<file path="src/dfkt_pkg.sv">
// ----------------------------------------------------------------------------
// dfkt_pkg: shared definitions for the key table
// Field widths, status and operation codes and default sizing.
// ----------------------------------------------------------------------------
package dfkt_pkg;

	localparam int MAX_ENTRIES_DEF = 16;
	localparam int KEY_W           = 32;
	localparam int STATUS_W        = 2;
	localparam int COUNT_OUT_W     = 5;

	typedef enum logic [STATUS_W-1:0] {
		ST_ADDED    = 2'd0,
		ST_PRESENT  = 2'd1,
		ST_REMOVED  = 2'd2,
		ST_NOTFOUND = 2'd3
	} status_t;

	typedef enum logic {
		OP_ADD    = 1'b0,
		OP_REMOVE = 1'b1
	} op_t;

endpackage

</file>
<file path="src/dfkt_if.sv">
// ----------------------------------------------------------------------------
// dfkt_if: request and response channels
// Valid/ready channels; a transfer happens when valid and ready are both high.
// ----------------------------------------------------------------------------
interface dfkt_req_if;
	import dfkt_pkg::*;

	logic             valid;
	logic             ready;
	logic             operation;
	logic [KEY_W-1:0] key;

	modport source (output valid, output operation, output key, input ready);
	modport sink   (input valid, input operation, input key, output ready);
endinterface

interface dfkt_rsp_if;
	import dfkt_pkg::*;

	logic                   valid;
	logic                   ready;
	logic [STATUS_W-1:0]    status;
	logic                   evicted;
	logic [KEY_W-1:0]       evicted_key;
	logic [COUNT_OUT_W-1:0] entry_count;

	modport source (output valid, output status, output evicted, output evicted_key,
		output entry_count, input ready);
	modport sink   (input valid, input status, input evicted, input evicted_key,
		input entry_count, output ready);
endinterface

</file>
<file path="src/dfkt_ram.sv">
// ----------------------------------------------------------------------------
// dfkt_ram: key storage
// One write port and one read port with registered read data.
// ----------------------------------------------------------------------------
module dfkt_ram #(
	parameter int DEPTH  = dfkt_pkg::MAX_ENTRIES_DEF,
	parameter int ADDR_W = 4,
	parameter int DATA_W = dfkt_pkg::KEY_W
) (
	input  logic              clk,
	input  logic              we,
	input  logic [ADDR_W-1:0] waddr,
	input  logic [DATA_W-1:0] wdata,
	input  logic [ADDR_W-1:0] raddr,
	output logic [DATA_W-1:0] rdata
);
	logic [DATA_W-1:0] mem_q [DEPTH];

	always_ff @(posedge clk) begin
		rdata <= mem_q[raddr];
		if (we) begin
			mem_q[waddr] <= wdata;
		end
	end
endmodule

</file>
<file path="src/dfkt_ctrl.sv">
// ----------------------------------------------------------------------------
// dfkt_ctrl: table sequencer
// Scans the ring of keys one entry a cycle through a shared comparator,
// appends, evicts and closes gaps, and holds the response register.
// ----------------------------------------------------------------------------
module dfkt_ctrl #(
	parameter int MAX_ENTRIES = dfkt_pkg::MAX_ENTRIES_DEF,
	parameter int IDX_W       = 4
) (
	input  logic                       clk,
	input  logic                       arst_n,
	dfkt_req_if.sink                   req,
	dfkt_rsp_if.source                 rsp,
	output logic                       ram_we,
	output logic [IDX_W-1:0]           ram_waddr,
	output logic [dfkt_pkg::KEY_W-1:0] ram_wdata,
	output logic [IDX_W-1:0]           ram_raddr,
	input  logic [dfkt_pkg::KEY_W-1:0] ram_rdata
);
	import dfkt_pkg::*;

	localparam int CNT_W = $clog2(MAX_ENTRIES + 1);
	localparam logic [CNT_W:0] MAX_X = (CNT_W + 1)'(MAX_ENTRIES);
	localparam logic [CNT_W-1:0] MAX_C = CNT_W'(MAX_ENTRIES);
	localparam logic [IDX_W-1:0] LAST_IDX = IDX_W'(MAX_ENTRIES - 1);

	typedef enum logic [2:0] {
		S_IDLE,
		S_SCAN,
		S_EVICT,
		S_SHIFT,
		S_DONE
	} state_t;

	state_t           state_q;
	logic [CNT_W-1:0] count_q;
	logic [IDX_W-1:0] head_q;
	logic [CNT_W-1:0] idx_q;
	logic [CNT_W-1:0] cmp_idx_q;
	logic             chk_q;
	logic             op_q;
	logic [KEY_W-1:0] key_q;
	status_t          status_q;
	logic             ev_q;
	logic [KEY_W-1:0] ev_key_q;

	logic                   out_valid_q;
	status_t                out_status_q;
	logic                   out_ev_q;
	logic [KEY_W-1:0]       out_ev_key_q;
	logic [COUNT_OUT_W-1:0] out_count_q;

	logic             hit;
	logic [IDX_W-1:0] head_next;
	logic [CNT_W+COUNT_OUT_W-1:0] count_ext;

	function automatic logic [IDX_W-1:0] phys(input logic [IDX_W-1:0] head,
		input logic [CNT_W-1:0] pos);
		logic [CNT_W:0] sum;
		sum = {{(CNT_W + 1 - IDX_W){1'b0}}, head} + {1'b0, pos};
		if (sum >= MAX_X) begin
			sum = sum - MAX_X;
		end
		return sum[IDX_W-1:0];
	endfunction

	assign hit       = chk_q && (ram_rdata == key_q);
	assign head_next = (head_q == LAST_IDX) ? '0 : head_q + IDX_W'(1);
	assign count_ext = {{COUNT_OUT_W{1'b0}}, count_q};
	assign ram_raddr = phys(head_q, idx_q);

	always_comb begin
		ram_we    = 1'b0;
		ram_waddr = phys(head_q, count_q);
		ram_wdata = key_q;
		case (state_q)
			S_SCAN: begin
				if (!hit && idx_q == count_q && op_q == OP_ADD) begin
					ram_we = 1'b1;
				end
			end
			S_SHIFT: begin
				ram_waddr = phys(head_q, cmp_idx_q - CNT_W'(1));
				ram_wdata = ram_rdata;
				ram_we    = chk_q;
			end
			default: begin
			end
		endcase
	end

	assign req.ready       = (state_q == S_IDLE);
	assign rsp.valid       = out_valid_q;
	assign rsp.status      = out_status_q;
	assign rsp.evicted     = out_ev_q;
	assign rsp.evicted_key = out_ev_key_q;
	assign rsp.entry_count = out_count_q;

	always_ff @(posedge clk or negedge arst_n) begin
		if (!arst_n) begin
			state_q      <= S_IDLE;
			count_q      <= '0;
			head_q       <= '0;
			idx_q        <= '0;
			cmp_idx_q    <= '0;
			chk_q        <= 1'b0;
			op_q         <= 1'b0;
			key_q        <= '0;
			status_q     <= ST_ADDED;
			ev_q         <= 1'b0;
			ev_key_q     <= '0;
			out_valid_q  <= 1'b0;
			out_status_q <= ST_ADDED;
			out_ev_q     <= 1'b0;
			out_ev_key_q <= '0;
			out_count_q  <= '0;
		end else begin
			if (out_valid_q && rsp.ready && state_q != S_DONE) begin
				out_valid_q <= 1'b0;
			end
			case (state_q)
				S_IDLE: begin
					if (req.valid) begin
						op_q     <= req.operation;
						key_q    <= req.key;
						idx_q    <= '0;
						chk_q    <= 1'b0;
						ev_q     <= 1'b0;
						ev_key_q <= '0;
						state_q  <= S_SCAN;
					end
				end
				S_SCAN: begin
					if (hit) begin
						chk_q <= 1'b0;
						if (op_q == OP_ADD) begin
							status_q <= ST_PRESENT;
							state_q  <= S_DONE;
						end else begin
							status_q <= ST_REMOVED;
							idx_q    <= cmp_idx_q + CNT_W'(1);
							state_q  <= S_SHIFT;
						end
					end else if (idx_q == count_q) begin
						chk_q <= 1'b0;
						if (op_q == OP_ADD) begin
							status_q <= ST_ADDED;
							if (count_q == MAX_C) begin
								head_q  <= head_next;
								ev_q    <= 1'b1;
								state_q <= S_EVICT;
							end else begin
								count_q <= count_q + CNT_W'(1);
								state_q <= S_DONE;
							end
						end else begin
							status_q <= ST_NOTFOUND;
							state_q  <= S_DONE;
						end
					end else begin
						cmp_idx_q <= idx_q;
						chk_q     <= 1'b1;
						idx_q     <= idx_q + CNT_W'(1);
					end
				end
				S_EVICT: begin
					ev_key_q <= ram_rdata;
					state_q  <= S_DONE;
				end
				S_SHIFT: begin
					if (idx_q == count_q) begin
						chk_q   <= 1'b0;
						count_q <= count_q - CNT_W'(1);
						state_q <= S_DONE;
					end else begin
						cmp_idx_q <= idx_q;
						chk_q     <= 1'b1;
						idx_q     <= idx_q + CNT_W'(1);
					end
				end
				S_DONE: begin
					if (!out_valid_q || rsp.ready) begin
						out_valid_q  <= 1'b1;
						out_status_q <= status_q;
						out_ev_q     <= ev_q;
						out_ev_key_q <= ev_key_q;
						out_count_q  <= count_ext[COUNT_OUT_W-1:0];
						state_q      <= S_IDLE;
					end
				end
				default: begin
					state_q <= S_IDLE;
				end
			endcase
		end
	end

`ifndef NO_ASSERTIONS
	a_count_bound: assert property (@(posedge clk) disable iff (!arst_n)
		count_q <= MAX_C)
		else $error("Entry count exceeds the table size.");

	a_count_step: assert property (@(posedge clk) disable iff (!arst_n)
		count_q == $past(count_q) || count_q == $past(count_q) + CNT_W'(1) ||
		count_q == $past(count_q) - CNT_W'(1))
		else $error("Entry count moved by more than one in a cycle.");

	a_head_bound: assert property (@(posedge clk) disable iff (!arst_n)
		head_q <= LAST_IDX)
		else $error("Head pointer left the table.");

	a_evict_added: assert property (@(posedge clk) disable iff (!arst_n)
		out_valid_q && out_ev_q |-> out_status_q == ST_ADDED &&
		out_count_q == COUNT_OUT_W'(MAX_ENTRIES))
		else $error("Eviction reported without an add to a full table.");

	a_evict_key_zero: assert property (@(posedge clk) disable iff (!arst_n)
		out_valid_q && !out_ev_q |-> out_ev_key_q == '0)
		else $error("Evicted key is nonzero without an eviction.");
`endif
endmodule

</file>
<file path="src/dedup_fifo_key_table.sv">
// ----------------------------------------------------------------------------
// dedup_fifo_key_table: ordered set of distinct keys with oldest-first eviction
// Adds a key if absent, evicting the oldest entry when full, or removes a key.
//
// Channel  Direction  Payload
// req      in         operation, key
// rsp      out        status, evicted, evicted_key, entry_count
//
// A request scans the entries in order through the single key comparator until
// the match or the end of the table. An eviction adds a state that captures the
// evicted oldest key; a removal moves each younger entry down through the storage
// read and write ports. Reset is asynchronous; the storage needs no clearing
// pass after it. A stalled response holds in its register while the next
// request is taken.
// ----------------------------------------------------------------------------
module dedup_fifo_key_table #(
	parameter int MAX_ENTRIES = dfkt_pkg::MAX_ENTRIES_DEF
) (
	input  logic       clk,
	input  logic       arst_n,
	dfkt_req_if.sink   req,
	dfkt_rsp_if.source rsp
);
	import dfkt_pkg::*;

	localparam int IDX_W = (MAX_ENTRIES > 1) ? $clog2(MAX_ENTRIES) : 1;

	logic             ram_we;
	logic [IDX_W-1:0] ram_waddr;
	logic [KEY_W-1:0] ram_wdata;
	logic [IDX_W-1:0] ram_raddr;
	logic [KEY_W-1:0] ram_rdata;

	dfkt_ctrl #(
		.MAX_ENTRIES(MAX_ENTRIES),
		.IDX_W      (IDX_W)
	) u_ctrl (
		.clk      (clk),
		.arst_n   (arst_n),
		.req      (req),
		.rsp      (rsp),
		.ram_we   (ram_we),
		.ram_waddr(ram_waddr),
		.ram_wdata(ram_wdata),
		.ram_raddr(ram_raddr),
		.ram_rdata(ram_rdata)
	);

	dfkt_ram #(
		.DEPTH (MAX_ENTRIES),
		.ADDR_W(IDX_W),
		.DATA_W(KEY_W)
	) u_ram (
		.clk  (clk),
		.we   (ram_we),
		.waddr(ram_waddr),
		.wdata(ram_wdata),
		.raddr(ram_raddr),
		.rdata(ram_rdata)
	);
endmodule

</file>
<file path="src/flat_wrapper.sv">
// flat-port wrapper written by rule: the top's interface ports become plain ports
module dedup_fifo_key_table_flat import dfkt_pkg::*;
#(
	parameter int MAX_ENTRIES = dfkt_pkg::MAX_ENTRIES_DEF
)
  (clk, arst_n, req_valid, req_operation, req_key, req_ready, rsp_valid, rsp_status, rsp_evicted, rsp_evicted_key, rsp_entry_count, rsp_ready);
  dfkt_req_if req_i ();
  dfkt_rsp_if rsp_i ();
  input  logic clk;
  input  logic arst_n;
  input wire logic [$bits(req_i.valid)-1:0] req_valid;
  input wire logic [$bits(req_i.operation)-1:0] req_operation;
  input wire logic [$bits(req_i.key)-1:0] req_key;
  output wire logic [$bits(req_i.ready)-1:0] req_ready;
  output wire logic [$bits(rsp_i.valid)-1:0] rsp_valid;
  output wire logic [$bits(rsp_i.status)-1:0] rsp_status;
  output wire logic [$bits(rsp_i.evicted)-1:0] rsp_evicted;
  output wire logic [$bits(rsp_i.evicted_key)-1:0] rsp_evicted_key;
  output wire logic [$bits(rsp_i.entry_count)-1:0] rsp_entry_count;
  input wire logic [$bits(rsp_i.ready)-1:0] rsp_ready;
  assign req_i.valid = req_valid;
  assign req_i.operation = req_operation;
  assign req_i.key = req_key;
  assign req_ready = req_i.ready;
  assign rsp_valid = rsp_i.valid;
  assign rsp_status = rsp_i.status;
  assign rsp_evicted = rsp_i.evicted;
  assign rsp_evicted_key = rsp_i.evicted_key;
  assign rsp_entry_count = rsp_i.entry_count;
  assign rsp_i.ready = rsp_ready;
  dedup_fifo_key_table #(.MAX_ENTRIES(MAX_ENTRIES)) u_core (.clk(clk), .arst_n(arst_n), .req(req_i), .rsp(rsp_i));
endmodule
</file>
<file path="config.mk">
export PLATFORM = sky130hd
export DESIGN_NAME = dedup_fifo_key_table_flat
export DESIGN_NICKNAME = d
export VERILOG_FILES = /design/src/dfkt_pkg.sv /design/src/dfkt_if.sv /design/src/dfkt_ram.sv /design/src/dfkt_ctrl.sv /design/src/dedup_fifo_key_table.sv /design/src/flat_wrapper.sv
export SDC_FILE = /design/constraint.sdc
export NUM_CORES = 1
export LEC_CHECK = 0
export BUFFER_PORTS_ARGS = -buffer_cell sky130_fd_sc_hd__buf_4
export CAP_MARGIN = 30
export CORE_AREA = 3 3 332 334
export CTS_CLUSTER_DIAMETER = 60
export DETAILED_ROUTE_END_ITERATION = 8
export DIE_AREA = 0 0 335 337
export GPL_TIMING_DRIVEN = 0
export MAX_ROUTING_LAYER = met4
export SYNTH_ARGS = -nofsm -noshare
export SYNTH_HDL_FRONTEND = slang
export SYNTH_SLANG_ARGS = --single-unit
</file>
<file path="constraint.sdc">
create_clock -name clk -period 8.1 [get_ports clk]
set_input_delay 0.81 -clock clk [delete_from_list [all_inputs] [get_ports clk]]
set_output_delay 0.81 -clock clk [all_outputs]
set_load 0.05 [all_outputs]
</file>
# [Yosys cells after proc, flatten, opt, wreduce, memory -nomap -nowiden]
# Memories as Yosys holds them, arrays and structs flattened. A register that Yosys moved wholly into a read port is not among the register bits.
# Index checks and enable logic that the tools add are counted.
[word_totals] wordCells=129 n_memories=1 input_bits=37 out_inout_bits=42 ramBits=512 reg_bits=132
[mem_list] memory="u_core.u_ram.mem_q" depth=16 width=32 read_ports=1 rd_ports_with_merged_regs=1 write_ports=1 line_no="dfkt_ram.sv:17" text="logic [DATA_W-1:0] mem_q [DEPTH];"
[classes] eq_ne=19 bitwise=2 addsub=12 order_cmp=3 n_mux=51 n_reduce_logical=25
[op_table] operator="32-bit 2-to-1 mux" n=2
[op_table] operator="32-bit one-hot mux with 2 select lines" n=1
[op_table] operator="5-bit 2-to-1 mux" n=11
[op_table] operator="32-bit == test" n=1
[op_table] operator="3-bit 2-to-1 mux" n=8
[op_table] operator="4-bit 2-to-1 mux" n=5
[op_table] operator="5-bit one-hot mux with 2 select lines" n=2
[op_table] operator="4-bit by 5-bit adder with 6-bit output" n=3
[op_table] operator="6-bit by 5-bit >= comparator with 1-bit output, second input constant" n=3
[op_table] operator="2-bit != test, second input constant" n=8
[op_table] operator="5-bit by 1-bit adder with 5-bit output, second input constant" n=3
[op_table] operator="3-bit one-hot mux with 5 select lines" n=1
[op_table] operator="5-bit one-hot mux with 3 select lines" n=1
[op_table] operator="1-bit 2-to-1 mux" n=13
[op_table] operator="2-bit AND reduction" n=6
[op_table] operator="6-bit AND reduction" n=2
[op_table] operator="4-bit by 1-bit subtractor with 4-bit output, second input constant" n=3
[op_table] operator="5-bit by 1-bit subtractor with 5-bit output, second input constant" n=2
[op_table] operator="3-bit != test, second input constant" n=3
[op_table] operator="2-bit 2-to-1 mux" n=4
[op_table] operator="2-bit nonzero test" n=4
[op_table] operator="3-bit by 2-bit == test with 1-bit output, second input constant" n=2
[op_table] operator="5-bit == test" n=1
[op_table] operator="5-bit == test, second input constant" n=1
[op_table] operator="other kinds (15)" n=22

# [Depth between registers and ports, before layout]
[logic_depth] word_depth=9 mapped_depth=13 ltp_nobuf=12

# [Hierarchy]
# From an unflattened synthesis, not the netlist that was laid out.
[hier_totals] cells_unflattened=1528 area_unflattened_um2=26683.1
[by_module_without_submodules] module="dfkt_ram" cells_per_inst=838 seq_area_each_um2=16015.4 area_each_um2=19835.3 n_inst=1
[by_module_without_submodules] module="dfkt_ctrl" cells_per_inst=690 seq_area_each_um2=3303.2 area_each_um2=6847.8 n_inst=1

# [Worst setup path after synthesis]
# OpenSTA, ideal clock, no wires.
[synth_timing] kind="flip-flop to flip-flop" start="reg u_core.u_ctrl.state_q[0]" end="mem u_core.u_ram.mem_q[2][0] in the netlist's numbering, enable pin" path_buffers=2 required_time_ns=7.587 setup_slack_ns=1.829 period_less_slack_ns=6.271 stages_incl_launch_ff=12 setup_ns=0.513 t_arrival_ns=5.758 cell_sequence="dfrtp_1 -> clkbuf_1 -> nor2b_1 -> nand2_1 -> clkbuf_1 -> o21ai_0 -> ha_1 -> a21o_1 -> a21oi_1 -> xnor2_1 -> xnor2_1 -> nor4b_1"
[synth_via] elab_chain_cells=4 word_cells_on_any_way=6 cone_classes="2 x eq/ne; 4 x mux"
[synth_lines] element="start: declaration" line_no="dfkt_ctrl.sv:35" text="state_t state_q;"
[synth_lines] element="start signal: assignment" line_no="dfkt_ctrl.sv:101" text="state_q <= S_IDLE;"
[synth_lines] element="start signal: assignment" line_no="dfkt_ctrl.sv:130" text="state_q <= S_SCAN;"
[synth_lines] element="start signal: assignment" line_no="dfkt_ctrl.sv:138" text="state_q <= S_DONE;"
[synth_lines] element="3-bit by 2-bit == test with 1-bit output / 3-bit by 1-bit == test with 1-bit output (equally long branches)" line_no="dfkt_ctrl.sv:76" text="case (state_q)"
[synth_lines] element="1-bit one-hot mux with 2 select lines" line_no="dfkt_ctrl.sv:76"
[synth_lines] element="1-bit 2-to-1 mux" line_no="dfkt_ram.sv:21" text="if (we) begin"
[synth_lines] element="1-bit 2-to-1 mux (implied by the code)" line_no="dfkt_ram.sv:22" text="mem_q[waddr] <= wdata;"
[synth_lines] element="end: declaration" line_no="dfkt_ram.sv:17"
# Several ways; a longest one is shown, not always the timed one.

# [Worst setup path in the final report]
[layout_timing] start="reg u_core.u_ctrl.state_q[0]" end="mem u_core.u_ram.mem_q[2][15] in the netlist's numbering, enable pin"
# Same word-level chain as after synthesis.

==> run metrics <==
TritonCTS clock tree=done; clk slew on worst S/H paths=60 ps; power per standard cell area=324.8 nW/µm²; setup TNS=0 ps; Power Total=10.55 mW; chip height=337 µm; synthesized flop and latch total=676; pin count of the biggest net entering global routing=87; CTS Root Cell=clkbuf_16; Via Count=15,257; Critical Path, Cell by Cell=clkbuf_1 -> nor2b_1 -> nand2_1 -> clkbuf_1 -> o21ai_0 -> ha_1 -> a21o_1 -> a21oi_1 -> xnor2_1 -> xnor2_1 -> buf_4 -> nor4b_2 -> buf_4 -> buf_6 -> buf_4 -> buf_4; post-detail-place hpwl=51,010 µm; total CTS buffers=69; H-tree levels=3; static leakage=11.38 nW; synthesis-to-finish area growth=20.82%; Most used DFF post-synth=edfxtp_1; critical path endpoint category=flip-flop; asr flop ratio synth=19.53%; CP dominant cell by count=buf_4; largest stage delay on the critical path=810 ps; remaining global-route overflow=0; Residual DRC=0; maximum clock frequency=201.5 MHz; maximum vdd drop=156.9 µV; RD Place Congestion=0.8246; CTS Sinks=676; Post-CTS Resized=0; Yosys warning total=0; Slew Viols, Final=0; crit path to=u_core.u_ram.mem_q[2][15]; ANT nets after route=0; fin crit period=4962 ps; Synth area leaders=edfxtp_1, dfrtp_1, mux4_2; share of cells above drive strength 1=27.65%; Max clock buf depth=3; FILL cells=10,471; Yosys top cell area share=57.19%; post-synthesis instance total=1,576; max cap viols=0; Rows=120; slew margin rel.=31.73%; Hold Buf Count CTS=0; Final Hold Viols=0; I/O Pins=79; vias in the first global route=15,539; DIE AREA=112,900 µm²; die width=335 µm; Setup Fix Bufs, Post-CTS=0; synthesized net count=1,632; Worst R2R Setup Slack=3140 ps; Vias/cell=4.660; Nets=1,871; Worst-Skew Late Latency=610 ps; crit path from=u_core.u_ctrl.state_q[0]; Total GRT Usage=12.75%; number of buffers added on ports=78; initial antenna violation count=3; WS Path Type=flip-flop to flip-flop; crit share post-route=61.26%; R2R depth=16; top cell type by total area after synthesis=edfxtp_1; register area share after synthesis=71.86%; mean area per synthesized cell=17.06 µm²; pre-CTS setup slack=3100 ps; Netlist cell types=56; CORE AREA=107,200 µm²; setup slack after layout=3138 ps; Pre-antenna DRT Iters=5; RSZ-0062 raised after global routing=no; FF-to-FF End=u_core.u_ram.mem_q[2][15]; status=finished clean; Starting Density=25.08%; Setup violations, final=0; Crit path required time=8400 ps; drt total wl=70,250 µm; Slew @ Worst Pin=1016 ps; WL/cell=21.46 µm; Post-Syn Area=26,880 µm²; Crit path arrival time=5260 ps; crit path max fanout=10; worst reg2reg path startpoint=u_core.u_ctrl.state_q[0]; CP Launch Type=flip-flop; Clock Skews=24.72 ps; EDFF count, synth=512; CP max stage cell=nor4b_2; Iter 0 DRT Violations=1,603; Hold Path Class=input port to async pin; first-pass GRT wire length=104,300 µm
[final cells by class]
| type | instances | area (µm²) | area share (%) |
|---|---|---|---|
| diodes | 1 | 2.502 | 0.007704 |
| plain buffers | 82 | 324.1 | 0.9977 |
| clock buffers | 94 | 1994 | 6.140 |
| clock inverters | 32 | 265.3 | 0.8167 |
| inverters | 15 | 56.30 | 0.1734 |
| multi-input cells | 803 | 7287 | 22.44 |
| flip-flops and latches | 676 | 19320 | 59.48 |
| well taps | 1403 | 1755 | 5.405 |
| repair buffers | 168 | 1476 | 4.546 |
[cells by family after synthesis]
kind of cell / share of synthesized area, %
xor+xnor: 1.890
buf+inv: 1.415
fa+ha+maj: 0.9681
mux: 14.19
simple gates: 6.348
flops: 71.86
compound gates: 3.328
[cell usage in the layout (no fill, tap or decap), drive strengths merged, types with 15 or more instances in the layout]
| cell | n |
|---|---|
| mux2 | 80 |
| inv | 19 |
| dfrtp | 132 |
| nand2 | 250 |
| clkinv | 20 |
| a31oi | 35 |
| xor2 | 22 |
| nor3 | 15 |
| and2 | 33 |
| edfxtp | 512 |
| dfxtp | 32 |
| buf | 189 |
| xnor2 | 36 |
| o21ai | 46 |
| clkbuf | 155 |
| nand3 | 15 |
| ha | 16 |
| mux4 | 128 |
| a211oi | 32 |
[stage by stage]
stage / area, µm² / util [%] / std cells / hold WS [ps]
after floorplan: 26880 / - / 1576 / 459.8
after global placement: 29220 / 27.26 / 3057 / 468.9
after detailed placement: 30160 / 28.13 / 3142 / 480.1
after CTS: 32420 / 30.24 / 3268 / 109.9
after global routing: 32480 / 30.30 / 3273 / 141.4
final: 32480 / 30.30 / 3274 / 120.9
[flip-flops by register name, summed over array words and instances (netlist names)]
signal                         flops
u_core.u_ctrl.ev_key_q            32
u_core.u_ram.mem_q               512
u_core.u_ctrl.rsp.valid            1
u_core.u_ctrl.count_q              5
u_core.u_ctrl.rsp.status           2
u_core.u_ctrl.key_q               32
u_core.u_ram.rdata                32
u_core.u_ctrl.ev_q                 1
u_core.u_ctrl.cmp_idx_q            5
u_core.u_ctrl.head_q               4
u_core.u_ctrl.rsp.evicted          1
u_core.u_ctrl.rsp.entry_count      5
u_core.u_ctrl.chk_q                1
u_core.u_ctrl.idx_q                5
u_core.u_ctrl.op_q                 1
u_core.u_ctrl.rsp.evicted_key     32
u_core.u_ctrl.status_q             2
u_core.u_ctrl.state_q              3
[layer usage]
metal	global-route usage [%]	up-vias	wire length, µm
li1	-	6548	-
met1	16.12	8005	29430
met2	21.08	581	34750
met3	2.052	123	4135
met4	3.939	0	1935
met5	-	-	0
[worst min path at each step]
stage / depth (start not counted) / endpoint / slack, ps / from
2_1_floorplan: 2 / u_core.u_ctrl.ev_key_q[13] / 460 / u_core.u_ram.rdata[13]
3_3_place_gp: 1 / u_core.u_ctrl.ev_q / 470 / u_core.u_ctrl.ev_q
3_5_place_dp: 1 / u_core.u_ctrl.ev_q / 480 / u_core.u_ctrl.ev_q
4_1_cts: 1 / u_core.u_ctrl.rsp.entry_count[4] / 110 / arst_n
5_1_grt: 1 / u_core.u_ctrl.rsp.entry_count[4] / 140 / arst_n
6_report: 1 / u_core.u_ctrl.rsp.entry_count[4] / 120 / arst_n
[critical path, delay by kind of cell (launching register included)]
family	cells	cell delay (ps)
adder cells (fa/ha/maj)	1	280
AND/OR/NAND/NOR	3	1400
AO/OA/AOI/OAI	3	660
flip-flops	1	320
buffers and inverters	7	1630
XOR/XNOR	2	350
[Yosys cell counts, drive strengths merged, types with 2 or more instances]
library cell,instances
nor4b,6
nor4,8
xor2,22
a21oi,10
or4,5
nand2,250
fa,3
a211oi,32
ha,16
a31oi,35
buf,21
and4,3
dfrtp,132
mux2,80
edfxtp,512
o211ai,3
dfxtp,32
or3,2
o21ai,46
nor2,12
nor2b,3
o31ai,2
a21o,5
inv,15
nor3,15
xnor2,36
or2,3
nand3,15
mux4,128
nand2b,2
clkbuf,61
and2,33
nand4,13
mux2i,2
[report_power, final]
part	switching (mW)	leakage (nW)	total, mW	internal [mW]
Clock	1.33	1.11	3.16	1.83
Combinational	1.65	3.65	2.70	1.05
Sequential	0.303	6.62	4.69	4.39
Note: power is estimated with default switching activity, not from simulation.
